## src/bitcrusher_with_high_shelf_macros.svh

```systemverilog
// Assertion helpers shared by the RTL of the bitcrusher block.
// Build with NO_ASSERTIONS defined to drop every check.
`ifndef BITCRUSHER_WITH_HIGH_SHELF_MACROS_SVH
`define BITCRUSHER_WITH_HIGH_SHELF_MACROS_SVH

`ifndef NO_ASSERTIONS

// The condition never holds outside reset.
`define BCS_ASSERT_NEVER(lbl, clk, rst_n, cond, msg) \
    lbl: assert property (@(posedge clk) disable iff (!rst_n) !(cond)) else $error(msg);

// The consequent holds in the cycle after the antecedent.
`define BCS_ASSERT_NEXT(lbl, clk, rst_n, ante, cons, msg) \
    lbl: assert property (@(posedge clk) disable iff (!rst_n) (ante) |=> (cons)) else $error(msg);

// The consequent holds in the same cycle as the antecedent.
`define BCS_ASSERT_IMPLY(lbl, clk, rst_n, ante, cons, msg) \
    lbl: assert property (@(posedge clk) disable iff (!rst_n) (ante) |-> (cons)) else $error(msg);

`else

`define BCS_ASSERT_NEVER(lbl, clk, rst_n, cond, msg)
`define BCS_ASSERT_NEXT(lbl, clk, rst_n, ante, cons, msg)
`define BCS_ASSERT_IMPLY(lbl, clk, rst_n, ante, cons, msg)

`endif

`endif

```

## src/bcs_pkg.sv

```systemverilog
`default_nettype none

package bcs_pkg;

    localparam int DEFAULT_SAMPLE_WIDTH = 24;
    localparam int DEFAULT_PHASE_WIDTH  = 16;

    localparam int QBITS_WIDTH     = 5;
    localparam int COEF_WIDTH      = 16;
    localparam int GAIN_WIDTH      = 17;
    localparam int COEF_FRAC       = 15;
    localparam int GAIN_FRAC       = 13;
    localparam int CFG_INDEX_WIDTH = 2;

    // Serial multiplier: one coefficient bit per cycle.
    localparam int MULT_WIDTH = 17;
    // Extra bits above the sample width for the allpass path operands.
    localparam int HEADROOM = 4;

    typedef enum logic [CFG_INDEX_WIDTH-1:0] {
        REG_QUANT_BITS     = 2'd0,
        REG_HOLD_INCREMENT = 2'd1,
        REG_SHELF_COEF     = 2'd2,
        REG_SHELF_GAIN     = 2'd3
    } cfg_reg_t;

    typedef enum logic [2:0] {
        ST_IDLE,
        ST_MUL_CS,
        ST_MUL_CV,
        ST_DIFF,
        ST_MUL_HD,
        ST_OUT
    } state_t;

endpackage

`default_nettype wire

```

## src/bcs_serial_mul.sv

```systemverilog
`default_nettype none

`include "bitcrusher_with_high_shelf_macros.svh"

// Signed serial-parallel multiplier. The multiplier operand is shifted out
// one bit per cycle, least significant first; the top bit carries negative
// weight. The partial sum shifts right, so the adder is only two bits wider
// than the multiplicand.
module bcs_serial_mul #(
    parameter int MCAND_WIDTH = bcs_pkg::DEFAULT_SAMPLE_WIDTH + bcs_pkg::HEADROOM
) (
    input  wire logic                                            clk,
    input  wire logic                                            rst_n,
    input  wire logic                                            start,
    input  wire logic signed [MCAND_WIDTH-1:0]                   mcand,
    input  wire logic        [bcs_pkg::MULT_WIDTH-1:0]           mult,
    output logic                                                 busy,
    output logic                                                 done,
    output logic signed [MCAND_WIDTH+bcs_pkg::MULT_WIDTH:0]      product
);

    localparam int MW = MCAND_WIDTH;
    localparam int MB = bcs_pkg::MULT_WIDTH;
    localparam int CW = $clog2(MB);
    localparam int SW2 = MW + 2;

    logic                 busy_reg, busy_next;
    logic                 done_reg, done_next;
    logic [CW-1:0]        cnt_reg, cnt_next;
    logic [MB-1:0]        mult_reg, mult_next;
    logic signed [MW-1:0] mcand_reg, mcand_next;
    logic signed [MW:0]   hi_reg, hi_next;
    logic [MB-1:0]        lo_reg, lo_next;

    logic signed [SW2-1:0] addend;
    logic signed [SW2-1:0] sum;
    logic                  last;

    assign last = (cnt_reg == '0);

    always_comb
    begin
        addend = '0;
        if (mult_reg[0])
        begin
            if (last)
            begin
                addend = -SW2'(mcand_reg);
            end
            else
            begin
                addend = SW2'(mcand_reg);
            end
        end
        sum = SW2'(hi_reg) + addend;
    end

    always_comb
    begin
        busy_next  = busy_reg;
        done_next  = 1'b0;
        cnt_next   = cnt_reg;
        mult_next  = mult_reg;
        mcand_next = mcand_reg;
        hi_next    = hi_reg;
        lo_next    = lo_reg;
        if (start)
        begin
            busy_next  = 1'b1;
            cnt_next   = CW'(MB - 1);
            mult_next  = mult;
            mcand_next = mcand;
            hi_next    = '0;
            lo_next    = '0;
        end
        else if (busy_reg)
        begin
            hi_next   = sum[SW2-1:1];
            lo_next   = {sum[0], lo_reg[MB-1:1]};
            mult_next = {1'b0, mult_reg[MB-1:1]};
            cnt_next  = cnt_reg - CW'(1);
            if (last)
            begin
                busy_next = 1'b0;
                done_next = 1'b1;
            end
        end
    end

    always_ff @(posedge clk or negedge rst_n)
    begin
        if (!rst_n)
        begin
            busy_reg <= 1'b0;
            done_reg <= 1'b0;
            cnt_reg  <= '0;
        end
        else
        begin
            busy_reg <= busy_next;
            done_reg <= done_next;
            cnt_reg  <= cnt_next;
        end
    end

    always_ff @(posedge clk)
    begin
        mult_reg  <= mult_next;
        mcand_reg <= mcand_next;
        hi_reg    <= hi_next;
        lo_reg    <= lo_next;
    end

    assign busy    = busy_reg;
    assign done    = done_reg;
    assign product = $signed({hi_reg, lo_reg});

    `BCS_ASSERT_NEVER(a_no_restart, clk, rst_n, start && busy_reg, "multiply restarted while busy")
    `BCS_ASSERT_NEXT(a_start_busy, clk, rst_n, start, busy_reg && !done_reg, "start did not begin a multiply")
    `BCS_ASSERT_NEVER(a_done_idle, clk, rst_n, done_reg && busy_reg, "done raised while still busy")

endmodule

`default_nettype wire

```

## src/bcs_crush.sv

```systemverilog
`default_nettype none

// Phase accumulator and sample-and-hold with rounding to a chosen number
// of fractional bits.
module bcs_crush #(
    parameter int SAMPLE_WIDTH = bcs_pkg::DEFAULT_SAMPLE_WIDTH,
    parameter int PHASE_WIDTH  = bcs_pkg::DEFAULT_PHASE_WIDTH
) (
    input  wire logic                                clk,
    input  wire logic                                rst_n,
    input  wire logic                                load,
    input  wire logic signed [SAMPLE_WIDTH-1:0]      sample_in,
    input  wire logic [bcs_pkg::QBITS_WIDTH-1:0]     quant_bits,
    input  wire logic [PHASE_WIDTH:0]                hold_increment,
    output logic signed [SAMPLE_WIDTH-1:0]           held
);

    localparam int SW = SAMPLE_WIDTH;
    localparam int XW = SW + 1;
    localparam int QW = bcs_pkg::QBITS_WIDTH;
    localparam logic [QW-1:0] QFULL = QW'(SW - 1);

    logic [PHASE_WIDTH-1:0]      phase_reg, phase_next;
    logic signed [SW-1:0]        held_reg, held_next;

    logic [PHASE_WIDTH+1:0]      phase_sum;
    logic                        carry;
    logic [QW-1:0]               drop;
    logic [XW-1:0]               half;
    logic [XW-1:0]               keep_mask;
    logic [XW-1:0]               rounded;
    logic signed [SW-1:0]        quantized;

    always_comb
    begin
        phase_sum = {2'b00, phase_reg} + {1'b0, hold_increment};
        carry     = |phase_sum[PHASE_WIDTH+1:PHASE_WIDTH];

        // Add half an LSB of the kept precision, then clear the dropped bits.
        drop      = QFULL - quant_bits;
        half      = XW'(1) << (drop - QW'(1));
        keep_mask = ~((XW'(1) << drop) - XW'(1));
        rounded   = ({sample_in[SW-1], sample_in} + half) & keep_mask;

        if (quant_bits >= QFULL)
        begin
            quantized = sample_in;
        end
        else if (!rounded[SW] && rounded[SW-1])
        begin
            // Rounded past the positive limit.
            quantized = {1'b0, {(SW-1){1'b1}}};
        end
        else
        begin
            quantized = rounded[SW-1:0];
        end

        phase_next = phase_reg;
        held_next  = held_reg;
        if (load)
        begin
            phase_next = phase_sum[PHASE_WIDTH-1:0];
            if (carry)
            begin
                held_next = quantized;
            end
        end
    end

    always_ff @(posedge clk or negedge rst_n)
    begin
        if (!rst_n)
        begin
            phase_reg <= '0;
            held_reg  <= '0;
        end
        else
        begin
            phase_reg <= phase_next;
            held_reg  <= held_next;
        end
    end

    assign held = held_reg;

endmodule

`default_nettype wire

```

## src/bitcrusher_with_high_shelf.sv

```systemverilog
// Bitcrusher with sample-and-hold and a first-order high shelf. Each accepted
// sample advances a phase accumulator by hold_increment; when the phase wraps,
// the held value is reloaded with the input rounded to quant_bits fractional
// bits (saturating at the positive limit). The held value then runs through a
// first-order allpass-based shelf, y = x + h0 * (x - allpass(x)), whose
// allpass state carries over from sample to sample. The three dependent
// products go through one shared serial multiplier that retires one
// coefficient bit per cycle. After the second multiply the sequencer forms
// x - a and starts the third, and after the third it loads the result; only
// then does it return to idle and take the next input, so a new sample is
// not taken before the last one is through. The result sits in an output
// register, so the next input can be taken while the previous result still
// waits for its output transfer; the load of a result only waits while the
// previous result has not yet transferred. Configuration registers are
// written through a simple write port and must only be changed while the
// block is idle.
`default_nettype none

`include "bitcrusher_with_high_shelf_macros.svh"

module bitcrusher_with_high_shelf #(
    parameter int SAMPLE_WIDTH = bcs_pkg::DEFAULT_SAMPLE_WIDTH,
    parameter int PHASE_WIDTH  = bcs_pkg::DEFAULT_PHASE_WIDTH,
    localparam int CFG_WIDTH   = (PHASE_WIDTH + 1 > bcs_pkg::GAIN_WIDTH) ?
                                 PHASE_WIDTH + 1 : bcs_pkg::GAIN_WIDTH
) (
    input  wire logic                                   clk,
    input  wire logic                                   rst_n,

    input  wire logic                                   in_valid,
    output logic                                        in_ready,
    input  wire logic signed [SAMPLE_WIDTH-1:0]         sample_in,

    output logic                                        out_valid,
    input  wire logic                                   out_ready,
    output logic signed [SAMPLE_WIDTH-1:0]              sample_out,

    input  wire logic                                   cfg_write,
    input  wire logic [bcs_pkg::CFG_INDEX_WIDTH-1:0]    cfg_index,
    input  wire logic [CFG_WIDTH-1:0]                   cfg_data
);

    localparam int SW   = SAMPLE_WIDTH;
    localparam int QW   = bcs_pkg::QBITS_WIDTH;
    localparam int MB   = bcs_pkg::MULT_WIDTH;
    // Allpass state, multiplicand, intermediate widths.
    localparam int STW  = SW + 2;
    localparam int MW   = SW + bcs_pkg::HEADROOM;
    localparam int PW   = MW + MB + 1;
    localparam int RW15 = PW - bcs_pkg::COEF_FRAC;
    localparam int RW13 = PW - bcs_pkg::GAIN_FRAC;
    localparam int VW   = SW + 4;

    // Configuration registers.
    logic [QW-1:0]                          quant_bits_reg;
    logic [PHASE_WIDTH:0]                   hold_increment_reg;
    logic signed [bcs_pkg::COEF_WIDTH-1:0]  shelf_coef_reg;
    logic signed [bcs_pkg::GAIN_WIDTH-1:0]  shelf_gain_reg;

    // Sequencer and datapath registers.
    bcs_pkg::state_t        state_reg, state_next;
    logic signed [STW-1:0]  s_reg, s_next;
    logic signed [STW-1:0]  v_reg, v_next;
    logic signed [MW-1:0]   a_reg, a_next;
    logic                   out_valid_reg, out_valid_next;
    logic signed [SW-1:0]   sample_out_reg, sample_out_next;

    logic                   in_xfer;
    logic signed [SW-1:0]   x;

    logic                   mul_start;
    logic signed [MW-1:0]   mul_mcand;
    logic [MB-1:0]          mul_mult;
    logic                   mul_busy;
    logic                   mul_done;
    logic signed [PW-1:0]   prod;

    logic signed [RW15-1:0] rnd15;
    logic signed [RW13-1:0] rnd13;
    logic signed [VW-1:0]   v_wide;
    logic signed [STW-1:0]  v_sat;
    logic signed [MW-1:0]   diff;
    logic signed [RW13-1:0] y_wide;
    logic signed [SW-1:0]   y_sat;

    // Configuration write port.
    always_ff @(posedge clk or negedge rst_n)
    begin
        if (!rst_n)
        begin
            quant_bits_reg     <= QW'(SW - 1);
            hold_increment_reg <= {1'b1, {PHASE_WIDTH{1'b0}}};
            shelf_coef_reg     <= '0;
            shelf_gain_reg     <= '0;
        end
        else if (cfg_write)
        begin
            unique case (bcs_pkg::cfg_reg_t'(cfg_index))
                bcs_pkg::REG_QUANT_BITS:
                    quant_bits_reg <= cfg_data[QW-1:0];
                bcs_pkg::REG_HOLD_INCREMENT:
                    hold_increment_reg <= cfg_data[PHASE_WIDTH:0];
                bcs_pkg::REG_SHELF_COEF:
                    shelf_coef_reg <= cfg_data[bcs_pkg::COEF_WIDTH-1:0];
                bcs_pkg::REG_SHELF_GAIN:
                    shelf_gain_reg <= cfg_data[bcs_pkg::GAIN_WIDTH-1:0];
                default:
                    ;
            endcase
        end
    end

    assign in_ready = (state_reg == bcs_pkg::ST_IDLE);
    assign in_xfer  = in_valid && in_ready;

    // The held sample is updated at the input transfer and is the shelf input x
    // for the rest of the item.
    bcs_crush #(
        .SAMPLE_WIDTH (SAMPLE_WIDTH),
        .PHASE_WIDTH  (PHASE_WIDTH)
    ) u_crush (
        .clk            (clk),
        .rst_n          (rst_n),
        .load           (in_xfer),
        .sample_in      (sample_in),
        .quant_bits     (quant_bits_reg),
        .hold_increment (hold_increment_reg),
        .held           (x)
    );

    bcs_serial_mul #(
        .MCAND_WIDTH (MW)
    ) u_mul (
        .clk     (clk),
        .rst_n   (rst_n),
        .start   (mul_start),
        .mcand   (mul_mcand),
        .mult    (mul_mult),
        .busy    (mul_busy),
        .done    (mul_done),
        .product (prod)
    );

    // Round half up: shift away the fraction and add back its top bit.
    always_comb
    begin
        rnd15 = $signed(prod[PW-1:bcs_pkg::COEF_FRAC])
              + $signed({{(RW15-1){1'b0}}, prod[bcs_pkg::COEF_FRAC-1]});
        rnd13 = $signed(prod[PW-1:bcs_pkg::GAIN_FRAC])
              + $signed({{(RW13-1){1'b0}}, prod[bcs_pkg::GAIN_FRAC-1]});
    end

    // v = sat(x - c*s), saturated to the allpass state width.
    always_comb
    begin
        v_wide = VW'(x) - VW'(rnd15);
        if ((&v_wide[VW-1:STW-1]) || !(|v_wide[VW-1:STW-1]))
        begin
            v_sat = v_wide[STW-1:0];
        end
        else
        begin
            v_sat = {v_wide[VW-1], {(STW-1){~v_wide[VW-1]}}};
        end
    end

    // y = sat(x + h0*d), saturated to the sample width.
    always_comb
    begin
        diff   = MW'(x) - a_reg;
        y_wide = RW13'(x) + rnd13;
        if ((&y_wide[RW13-1:SW-1]) || !(|y_wide[RW13-1:SW-1]))
        begin
            y_sat = y_wide[SW-1:0];
        end
        else
        begin
            y_sat = {y_wide[RW13-1], {(SW-1){~y_wide[RW13-1]}}};
        end
    end

    // Sequencer: c*s, then c*v, then h0*(x - a), then hand the result over.
    always_comb
    begin
        state_next      = state_reg;
        s_next          = s_reg;
        v_next          = v_reg;
        a_next          = a_reg;
        out_valid_next  = out_valid_reg;
        sample_out_next = sample_out_reg;
        mul_start       = 1'b0;
        mul_mcand       = MW'(s_reg);
        mul_mult        = MB'(shelf_coef_reg);

        if (out_valid_reg && out_ready)
        begin
            out_valid_next = 1'b0;
        end

        unique case (state_reg)
            bcs_pkg::ST_IDLE:
            begin
                if (in_xfer)
                begin
                    mul_start  = 1'b1;
                    state_next = bcs_pkg::ST_MUL_CS;
                end
            end
            bcs_pkg::ST_MUL_CS:
            begin
                if (mul_done)
                begin
                    v_next     = v_sat;
                    mul_start  = 1'b1;
                    mul_mcand  = MW'(v_sat);
                    state_next = bcs_pkg::ST_MUL_CV;
                end
            end
            bcs_pkg::ST_MUL_CV:
            begin
                if (mul_done)
                begin
                    a_next     = MW'(rnd15) + MW'(s_reg);
                    state_next = bcs_pkg::ST_DIFF;
                end
            end
            bcs_pkg::ST_DIFF:
            begin
                s_next     = v_reg;
                mul_start  = 1'b1;
                mul_mcand  = diff;
                mul_mult   = MB'(shelf_gain_reg);
                state_next = bcs_pkg::ST_MUL_HD;
            end
            bcs_pkg::ST_MUL_HD:
            begin
                if (mul_done)
                begin
                    state_next = bcs_pkg::ST_OUT;
                end
            end
            bcs_pkg::ST_OUT:
            begin
                // The product stays put until the output register is free.
                if (!out_valid_reg || out_ready)
                begin
                    out_valid_next  = 1'b1;
                    sample_out_next = y_sat;
                    state_next      = bcs_pkg::ST_IDLE;
                end
            end
            default:
            begin
                state_next = bcs_pkg::ST_IDLE;
            end
        endcase
    end

    always_ff @(posedge clk or negedge rst_n)
    begin
        if (!rst_n)
        begin
            state_reg     <= bcs_pkg::ST_IDLE;
            s_reg         <= '0;
            out_valid_reg <= 1'b0;
        end
        else
        begin
            state_reg     <= state_next;
            s_reg         <= s_next;
            out_valid_reg <= out_valid_next;
        end
    end

    always_ff @(posedge clk)
    begin
        v_reg          <= v_next;
        a_reg          <= a_next;
        sample_out_reg <= sample_out_next;
    end

    assign out_valid  = out_valid_reg;
    assign sample_out = sample_out_reg;

    `BCS_ASSERT_NEVER(a_idle_mul_quiet, clk, rst_n, in_ready && mul_busy,
        "multiplier busy while idle")
    `BCS_ASSERT_IMPLY(a_done_in_mul_state, clk, rst_n, mul_done,
        state_reg == bcs_pkg::ST_MUL_CS || state_reg == bcs_pkg::ST_MUL_CV ||
        state_reg == bcs_pkg::ST_MUL_HD, "product finished outside a multiply step")
    `BCS_ASSERT_NEXT(a_out_hold, clk, rst_n, out_valid_reg && !out_ready,
        out_valid_reg && $stable(sample_out_reg), "result changed before its transfer")

endmodule

`default_nettype wire

```

## config.mk

```make
export PLATFORM = sky130hd
export DESIGN_NAME = bitcrusher_with_high_shelf
export DESIGN_NICKNAME = d
export VERILOG_FILES = /design/src/bcs_pkg.sv /design/src/bcs_serial_mul.sv /design/src/bcs_crush.sv /design/src/bitcrusher_with_high_shelf.sv
export VERILOG_INCLUDE_DIRS = /design/src /design/src/src
export SDC_FILE = /design/constraint.sdc
export NUM_CORES = 1
export LEC_CHECK = 0
export BUFFER_PORTS_ARGS = -buffer_cell sky130_fd_sc_hd__buf_2
export CAP_MARGIN = 20
export CORE_ASPECT_RATIO = 0.5
export CORE_UTILIZATION = 58
export CTS_BUF_LIST = sky130_fd_sc_hd__clkbuf_8
export DETAILED_ROUTE_END_ITERATION = 6
export PLACE_DENSITY = 0.78
export SLEW_MARGIN = 30
export SYNTH_ARGS = -nofsm -noshare
export SYNTH_HDL_FRONTEND = slang
export SYNTH_HIERARCHICAL = 1
export SYNTH_SLANG_ARGS = --single-unit
```

## constraint.sdc

```tcl
create_clock -name clk -period 4.5 [get_ports clk]
set_input_delay 0.9 -clock clk [delete_from_list [all_inputs] [get_ports clk]]
set_output_delay 0.9 -clock clk [all_outputs]
set_load 0.01 [all_outputs]
```

# After elaboration in Yosys (flattened, before gate mapping)
# Cells that the tools add are included.
# classes
mul	0
n_shift	2
muxes	31
add_sub_neg	14
eq_ne	13
div	0
bitwise	4
magnitude_cmp	1
n_reduce_logical	28
# ops
operator	count
24-bit two-way mux	3
30-bit two-way mux	2
28-bit one-hot mux with 2 select lines	1
24-bit by 28-bit subtractor with 28-bit output	2
17-bit two-way mux	3
1-bit by 5-bit << shifter with 25-bit output, first input constant	2
24-bit by 33-bit adder with 33-bit output	1
33-bit by 2-bit adder with 33-bit output	1
29-bit by 30-bit adder with 30-bit output	1
28-bit negator with 30-bit output	1
28-bit by 2-bit adder with 28-bit output	1
28-bit by 26-bit adder with 28-bit output	1
28-bit two-way mux	1
26-bit two-way mux	1
25-bit adder	1
25-bit bitwise AND	1
25-bit inverter	1
25-bit by 2-bit subtractor with 25-bit output, second input constant	1
16-bit by 17-bit adder with 18-bit output	1
3-bit one-hot mux with 6 select lines	1
2-bit AND reduction	8
3-bit two-way mux	5
1-bit two-way mux	11
5-bit two-way mux	2
other kinds (25)	40
# word_totals
in_bits	48
mem_bits_rw	0
regBits	301
wordCells	112
mem_bits_ro	0
n_memories	0
output_inout_bits	26
latchBits	0

# Logic depth before layout (Yosys ltp)
# Gate-level depths: netlist of run 1.
# logic_depth
ltp_word	9
depth_mapped	25

# Hierarchy
# The synthesis of run 1 kept the hierarchy.
# by_module_without_submodules
module	cells_each	area_per_inst_um2	seq_area_each_um2	instances
bitcrusher_with_high_shelf	1448	13037.5	4475.5	1
bcs_serial_mul	587	5726.7	2447.3	1
bcs_crush	539	4396.7	1001.0	1

# Worst setup path before layout of run 1
# No wires, ideal clock.
# synth_timing
kind	register -> register
start	reg u_mul.lo_reg[14]
end	reg u_mul.mcand_reg[10] (data pin)
t_required_ns	4.358
path_stages_with_launch	26
path_buffers	3
slack_ns	-0.279
arrival_ns	4.637
period_less_slack_ns	4.779
setup_time_ns	0.142
path_cell_list	dfxtp_1 -> ha_1 -> ha_1 -> and3_1 -> and3_1 -> nand2_1 -> nor2_1 -> and3_1 -> and2_0 -> nand3_1 -> xnor2_1 -> inv_1 -> ha_1 -> buf_6 -> a21o_1 -> a21o_1 -> a21o_1 -> and2_4 -> a221o_1 -> a21oi_2 -> xnor2_2 -> a311o_4 -> and2_4 -> buf_6 -> buf_6 -> a21oi_2
# synth_via
elab_chain_len	8
word_cells_on_any_way	10
# synth_lines
element	line_no	text
from (decl)	bcs_serial_mul.sv:33	logic [MB-1:0] lo_reg, lo_next;
from (signal assigned)	bcs_serial_mul.sv:111	lo_reg <= lo_next;
28-bit by 2-bit adder with 28-bit output (*)	bitcrusher_with_high_shelf.sv:148	+ $signed({{(RW15-1){1'b0}}, prod[bcs_pkg::COEF_FRAC-1]});
24-bit by 28-bit subtractor with 28-bit output (*)	bitcrusher_with_high_shelf.sv:156	v_wide = VW'(x) - VW'(rnd15);
3-bit OR reduction	bitcrusher_with_high_shelf.sv:157	if ((&v_wide[VW-1:STW-1]) || !(|v_wide[VW-1:STW-1]))
1-bit logical NOT	bitcrusher_with_high_shelf.sv:157	
1-bit logical OR	bitcrusher_with_high_shelf.sv:157	
26-bit two-way mux (*)	bitcrusher_with_high_shelf.sv:157	
28-bit two-way mux (*)	bitcrusher_with_high_shelf.sv:211	if (mul_done)
28-bit one-hot mux with 2 select lines (*)	bitcrusher_with_high_shelf.sv:200	unique case (state_reg)
net mul_mcand[10]	bitcrusher_with_high_shelf.sv:72	logic signed [MW-1:0] mul_mcand;
to (signal assigned)	bcs_serial_mul.sv:109	mcand_reg <= mcand_next;
to (decl)	bcs_serial_mul.sv:31	logic signed [MW-1:0] mcand_reg, mcand_next;
# The timed path passes the listed nets; every way through them passes the cells marked *.
# A chain may end at the register's enable or synchronous reset.

# Worst setup path after layout of run 1
# layout_timing
start	reg u_mul.lo_reg[14]
end	reg u_mul.mcand_reg[17] (data pin)
# Same word-level chain as after synthesis.

==> results of run 1 <==
==> stage by stage <==
| stage | area (um^2) | util, % | TNS, ps | instances | setup slack [ps] |
|---|---|---|---|---|---|
| after global routing | 25900 | 68.0 | -7210 | 3244 | -285 |
| after floorplan | 22800 | - | 0 | 2538 | 20.1 |
| after global placement | 24200 | 63.7 | 0 | 3138 | 6.49 |
| final | 25900 | 68.0 | -885 | 3246 | -96.0 |
| after detailed placement | 24200 | 63.7 | -448 | 3138 | -82.1 |
| after CTS | 25300 | 66.5 | -10.4 | 3229 | -10.4 |
==> critical path: cells and delay by family (launching register included) <==
kind,cells,cell delay [ps]
flops,1,370
simple gates,13,2080
fa+ha+maj,3,550
compound gates,3,510
xor+xnor,1,210
mux,1,210
buf+inv,3,370
==> metal layers <==
layer,wire length (um),share of wire [%]
met1,28400,45
met2,25900,41
met3,7190,12
met4,1070,1.7
met5,13,0.021
==> final cells by class <==
class | count | area (um^2)
diodes | 2 | 5.00
clock buffers | 54 | 743
clock inverters | 28 | 221
fillers | 3066 | 12200
inverters | 131 | 492
multi-input cells | 2028 | 14700
flip-flops and latches | 289 | 7690
well taps | 520 | 651
repair buffers | 194 | 1420
==> layout by cell type (no fill, tap or decap), drive strengths merged, types with 69 or more instances in the layout <==
cell      n
o21ai   138
ha      189
mux2     87
inv     147
dfrtp   127
a21oi   209
nand2   334
nor2    181
a21o     69
edfxtp  123
buf     190
xnor2   142
==> worst max path at each step <==
stage	from	endpoint	slack (ps)	cells past startpoint
floorplan	u_mul/lo_reg[14]$_SDFFE_PP0P_	u_mul/mcand_reg[15]$_DFFE_PP_	20	24
global placement	u_mul/lo_reg[15]$_SDFFE_PP0P_	u_mul/mcand_reg[15]$_DFFE_PP_	6	22
detailed placement	u_mul/lo_reg[15]$_SDFFE_PP0P_	u_mul/mcand_reg[16]$_DFFE_PP_	-80	22
CTS	u_mul/lo_reg[15]$_SDFFE_PP0P_	u_mul/mcand_reg[24]$_DFFE_PP_	-10	23
global route	u_mul/lo_reg[14]$_SDFFE_PP0P_	u_mul/mcand_reg[17]$_DFFE_PP_	-290	24
finish	u_mul/lo_reg[14]$_SDFFE_PP0P_	u_mul/mcand_reg[17]$_DFFE_PP_	-100	24
==> timing repair <==
item                                    4_1_cts  5_1_grt
endpoints found under the hold margin         0        0
pin swaps                                     4       24
gates resized for setup                      13       89
endpoints found under the setup margin       11       64
gates cloned                                  1        4
setup buffers                                 8       10
==> impl_metrics.tcl, run 1 <==
set metrics [dict create \
    crit_slowest_cell "nor4_4" \
    gp_congestion 0.957 \
    r2r_slack_ps -100 \
    grt.met1_usage_pct 43.9 \
    cp.required_ps 4820 \
    grtUsageMet3_pct 9.91 \
    die_w_um 282 \
    relSlewSlack_pct 30.4 \
    dieHeight_um 142 \
    fmax_ghz 0.218 \
    num_vias 19751 \
    grt_start_max_net_pins 107 \
    synth_warnings 6 \
    cts_tree "yes" \
    first_pass_iters 5 \
    portBuffers 73 \
    busiest_layer "met2" \
    synth.avg_cell_area_um2 8.97 \
    cts_buffers 44 \
    arrival_ps 4910 \
    timing.rr.end "u_mul/mcand_reg[17]$_DFFE_PP_" \
    met2_usage_pct 44.4 \
    ant_nets 0 \
    clk_latency_ps 630 \
    synth_nets 2783 \
    rows 50 \
    dieArea_um2 40100 \
    path_class "reg2reg" \
    drv_slew 0 \
    cp-start-kind "flop" \
    netlist_area_um2 22800 \
    grt_setup_unrepaired "true" \
    hold_buffers 0 \
    grt_pass1_wl_mm 96.3 \
    synthToLayoutAreaGrowth_pct 13.7 \
    vias_per_cell 6.08 \
    clkTransAtPathRegs_ps 80 \
    antenna_found_initial 3 \
    netlist_instances 2538 \
    hold_path.class "in2async" \
    drt-wirelength-per-cell_um 19.3 \
    root_buffer "clkbuf_8" \
    io_pins 74 \
    hold_viol 0 \
    period_share_pct 102 \
    drv_cap 0 \
    largest_reg_flops 29 \
    grt_pass1_vias 18341 \
    wl_mm 62.5 \
    status "complete, but fails checks" \
    grt_usage_pct 30.5 \
    route.detailed.drc 0 \
    h-tree-depth 2 \
    drtIter0Drc 1957 \
    setup_viol 22 \
    r2r_cells 24 \
    hold_ws_ps 154 \
    final_nets 2933 \
    initial_core_util_pct 59.8 \
    worst_pin_slew_ps 1040 \
    setup_slack_ps -96.0 \
    drive_gt1_share_pct 19.2 \
    violations "setup timing" \
    post-route-min-period_ps 4600 \
    r2r_start "u_mul/lo_reg[14]$_SDFFE_PP0P_" \
    cp_max_fo 6 \
    coreArea_um2 38000 \
    dp_hpwl_mm 46.3 \
    path_cells "ha_4, ha_4, and3_4, and3_4, nand2_4, nor2_4, and3_4, and2_4, nand3_4, xnor2_4, inv_2, ha_4, buf_6, nand3_4, nor2_4, nand4_1, nor4_4, o41a_1, nor3_2, mux2i_2, nand2_2, buf_12, a21boi_4, o221ai_2" \
    critPathMaxStageDelay_ps 380 \
    grt.overflow.total 0 \
    cts_sinks 289 \
    skew_ps 37.1 \
    crit_path_end_kind "flop" \
    clk_path_buf_depth 3 \
]
Power of run 1 is not shown: default switching activity piles up to over one toggle a cycle in this logic, so the estimate is an artifact.
==> run 2, diff against run 1 <==
--- a/config.mk
+++ b/config.mk
@@ -9,10 +9,11 @@
 export BUFFER_PORTS_ARGS = -buffer_cell sky130_fd_sc_hd__buf_2
 export CAP_MARGIN = 20
 export CORE_ASPECT_RATIO = 0.5
-export CORE_UTILIZATION = 58
+export CORE_UTILIZATION = 53
 export CTS_BUF_LIST = sky130_fd_sc_hd__clkbuf_8
 export DETAILED_ROUTE_END_ITERATION = 6
-export PLACE_DENSITY = 0.78
+export GPL_TIMING_DRIVEN = 0
+export PLACE_DENSITY = 0.72
 export SLEW_MARGIN = 30
 export SYNTH_ARGS = -nofsm -noshare
 export SYNTH_HDL_FRONTEND = slang
==> run 2 against run 1 <==
The flow still finishes with violations (setup timing). Worst hold slack gained 47 ps. Utilization fell by 6.7 points. Final cell count grew 2.2%. Largest cell class unchanged.
==> impl_metrics.tcl, run 2 (synthesis gave the netlist of run 1 again) <==
set metrics [dict create \
    status "complete, but fails checks" \
    violations "setup timing" \
    vias_per_cell 5.89 \
    hold_ws_ps 202 \
    hold_viol 0 \
    grt_pass1_vias 18295 \
    h-tree-depth 2 \
    coreArea_um2 42200 \
    path_class "reg2reg" \
    dpl_cell_area_um2 24000 \
    wl_mm 62.1 \
    dieArea_um2 43800 \
    swShare_pct 48.1 \
    synthToLayoutAreaGrowth_pct 13.6 \
    p_int_mw 11.8 \
    post-route-util_pct 61.3 \
    largest_reg_flops 29 \
    grt.overflow.total 0 \
    clkTransAtPathRegs_ps 70 \
    portBuffers 73 \
    powerDensity_nw_per_um2 877 \
    hold_buffers 0 \
    route.detailed.drc 0 \
    power_frac_clock_pct 10.0 \
    setup_viol 35 \
    cp-start-kind "flop" \
    fmax_ghz 0.212 \
    antenna_found_initial 2 \
    cp_max_fo 8 \
    seqPwrFrac_pct 23.6 \
    cts_buffers 46 \
    final_cell_mix "329 x nand2_1, 181 x ha_1, 180 x a21oi_1, 178 x nor2_1, 143 x inv_1" \
    dieHeight_um 149 \
    num_vias 19546 \
    io_pins 74 \
    ant_nets 0 \
    die_w_um 295 \
    drv_cap 0 \
    design_area_um2 25900 \
    arrival_ps 5110 \
    pwr-share-comb_pct 66.4 \
    skew_ps 48.6 \
    crit_path_end_kind "flop" \
    clk_path_buf_depth 3 \
    p_leak_nw 11.5 \
    cts_tree "yes" \
    grt_start_max_net_pins 88 \
    period_share_pct 105 \
    cts_sinks 289 \
    drtIter0Drc 1686 \
    rows 53 \
    drt-wirelength-per-cell_um 18.7 \
    tns_ps -3070 \
    final_nets 2948 \
    final_common_cell "nand2_1" \
    antenna_cells 0 \
    cp.required_ps 4900 \
    grt_pass1_wl_mm 97.9 \
    initial_core_util_pct 54.0 \
    dp_hpwl_mm 47.9 \
    drv_slew 0 \
    first_pass_iters 5 \
    vdd_drop_max_v 0.000451 \
    drive_gt1_share_pct 17.7 \
    relSlewSlack_pct 35.4 \
    root_buffer "clkbuf_8" \
    grt_setup_unrepaired "true" \
    hold_path.class "in2async" \
    grt_usage_pct 28.4 \
    gp_congestion 0.957 \
    post-route-min-period_ps 4710 \
    switching_power_mw 10.9 \
    worst_pin_slew_ps 970 \
    clk_latency_ps 620 \
    setup_slack_ps -210 \
]
run 2: cell count changes in the layout (fill, tap and decap cells not counted), sizes merged:
cell         delta
clkinv          +5
clkinvlp        -1
dlygate4sd1     +1
bufinv          -2
clkbuf         +55
diode           -2
inv             +2
buf            -44
run 2: per-layer routing:
| metal | GRT usage [%] | share of wire, % | vias up |
|---|---|---|---|
| met2 | 43.3 | 42 | 665 |
| li1 | - | - | 9490 |
| met4 | 6.11 | 1.8 | 2 |
| met1 | 42.4 | 48 | 9303 |
| met5 | 0 | 0.021 | - |
| met3 | 4.21 | 7.5 | 86 |
run 2: final cells by class:
| cell class | instances | area [um^2] |
|---|---|---|
| buffer | 86 | 440 |
| clock buffer | 53 | 729 |
| clock inverter | 32 | 171 |
| fill | 3722 | 16300 |
| inverter | 131 | 497 |
| multi-input combinational | 2028 | 14800 |
| sequential | 289 | 7700 |
| tap | 577 | 722 |
| timing repair buffer | 121 | 812 |
run 2: worst max-delay path, stage by stage, from the launching register on:
cell and delay (ps):
dfxtp_4 360, ha_4 150, ha_4 130, and3_4 170, and3_4 200, nand2_4 50, nor2_4 110, and3_4 190
and2_4 190, nand3_4 100, xnor2_4 240, inv_2 70, ha_4 230, a21o_1 170, a21o_1 180, a21o_1 170
and2_4 170, a221o_1 330, a21oi_2 150, xnor2_2 120, a311o_4 460, and2_4 210, a221oi_4 320
run 2: power groups by stage:
| stage | combinational, mW | clock (mW) | sequential [mW] |
|---|---|---|---|
| 2_1_floorplan | 10.6 | 0 | 4.86 |
| 3_3_place_gp | 13.1 | 0 | 5.29 |
| 3_5_place_dp | 13.3 | 0 | 5.30 |
| 4_1_cts | 14.5 | 2.31 | 5.29 |
| 5_1_grt | 16.5 | 2.43 | 5.44 |
| 6_report | 15.1 | 2.27 | 5.35 |
run 2: per-stage QoR:
stage | total power [mW] | setup WS [ps] | instances
after floorplan | 15.4 | 20.1 | 2538
after global placement | 18.4 | -877 | 3188
after detailed placement | 18.6 | -982 | 3194
after CTS | 22.1 | -123 | 3304
after global routing | 24.4 | -327 | 3317
final | 22.7 | -210 | 3317
run 2: path summary, 6_finish.rpt:
path                                          startpoint                             to  slack (ps)  depth (start not counted)
max                        u_mul/lo_reg[14]$_SDFFE_PP0P_  u_mul/mcand_reg[15]$_DFFE_PP_        -210                         22
min                                                rst_n   u_mul/cnt_reg[1]$_DFFE_PN0P_         200                          1
max reg2reg                u_mul/lo_reg[14]$_SDFFE_PP0P_  u_mul/mcand_reg[15]$_DFFE_PP_        -210                         22
min reg2reg                          v_reg[22]$_DFFE_PP_          s_reg[22]$_DFFE_PN0P_         420                          2
max in group asynchronous                          rst_n   u_crush/held[23]$_DFFE_PN0P_        3490                          2
min in group clk                     v_reg[22]$_DFFE_PP_          s_reg[22]$_DFFE_PN0P_         420                          2
run 2: repair_timing:
item | CTS | global route
endpoints found under the hold margin | 0 | 0
cloned | 3 | 0
setup buffers | 25 | 16
pin swaps | 27 | 22
gates resized for setup | 94 | 45
setup endpoints to repair | 104 | 110
(Power assumes the default switching activity.)
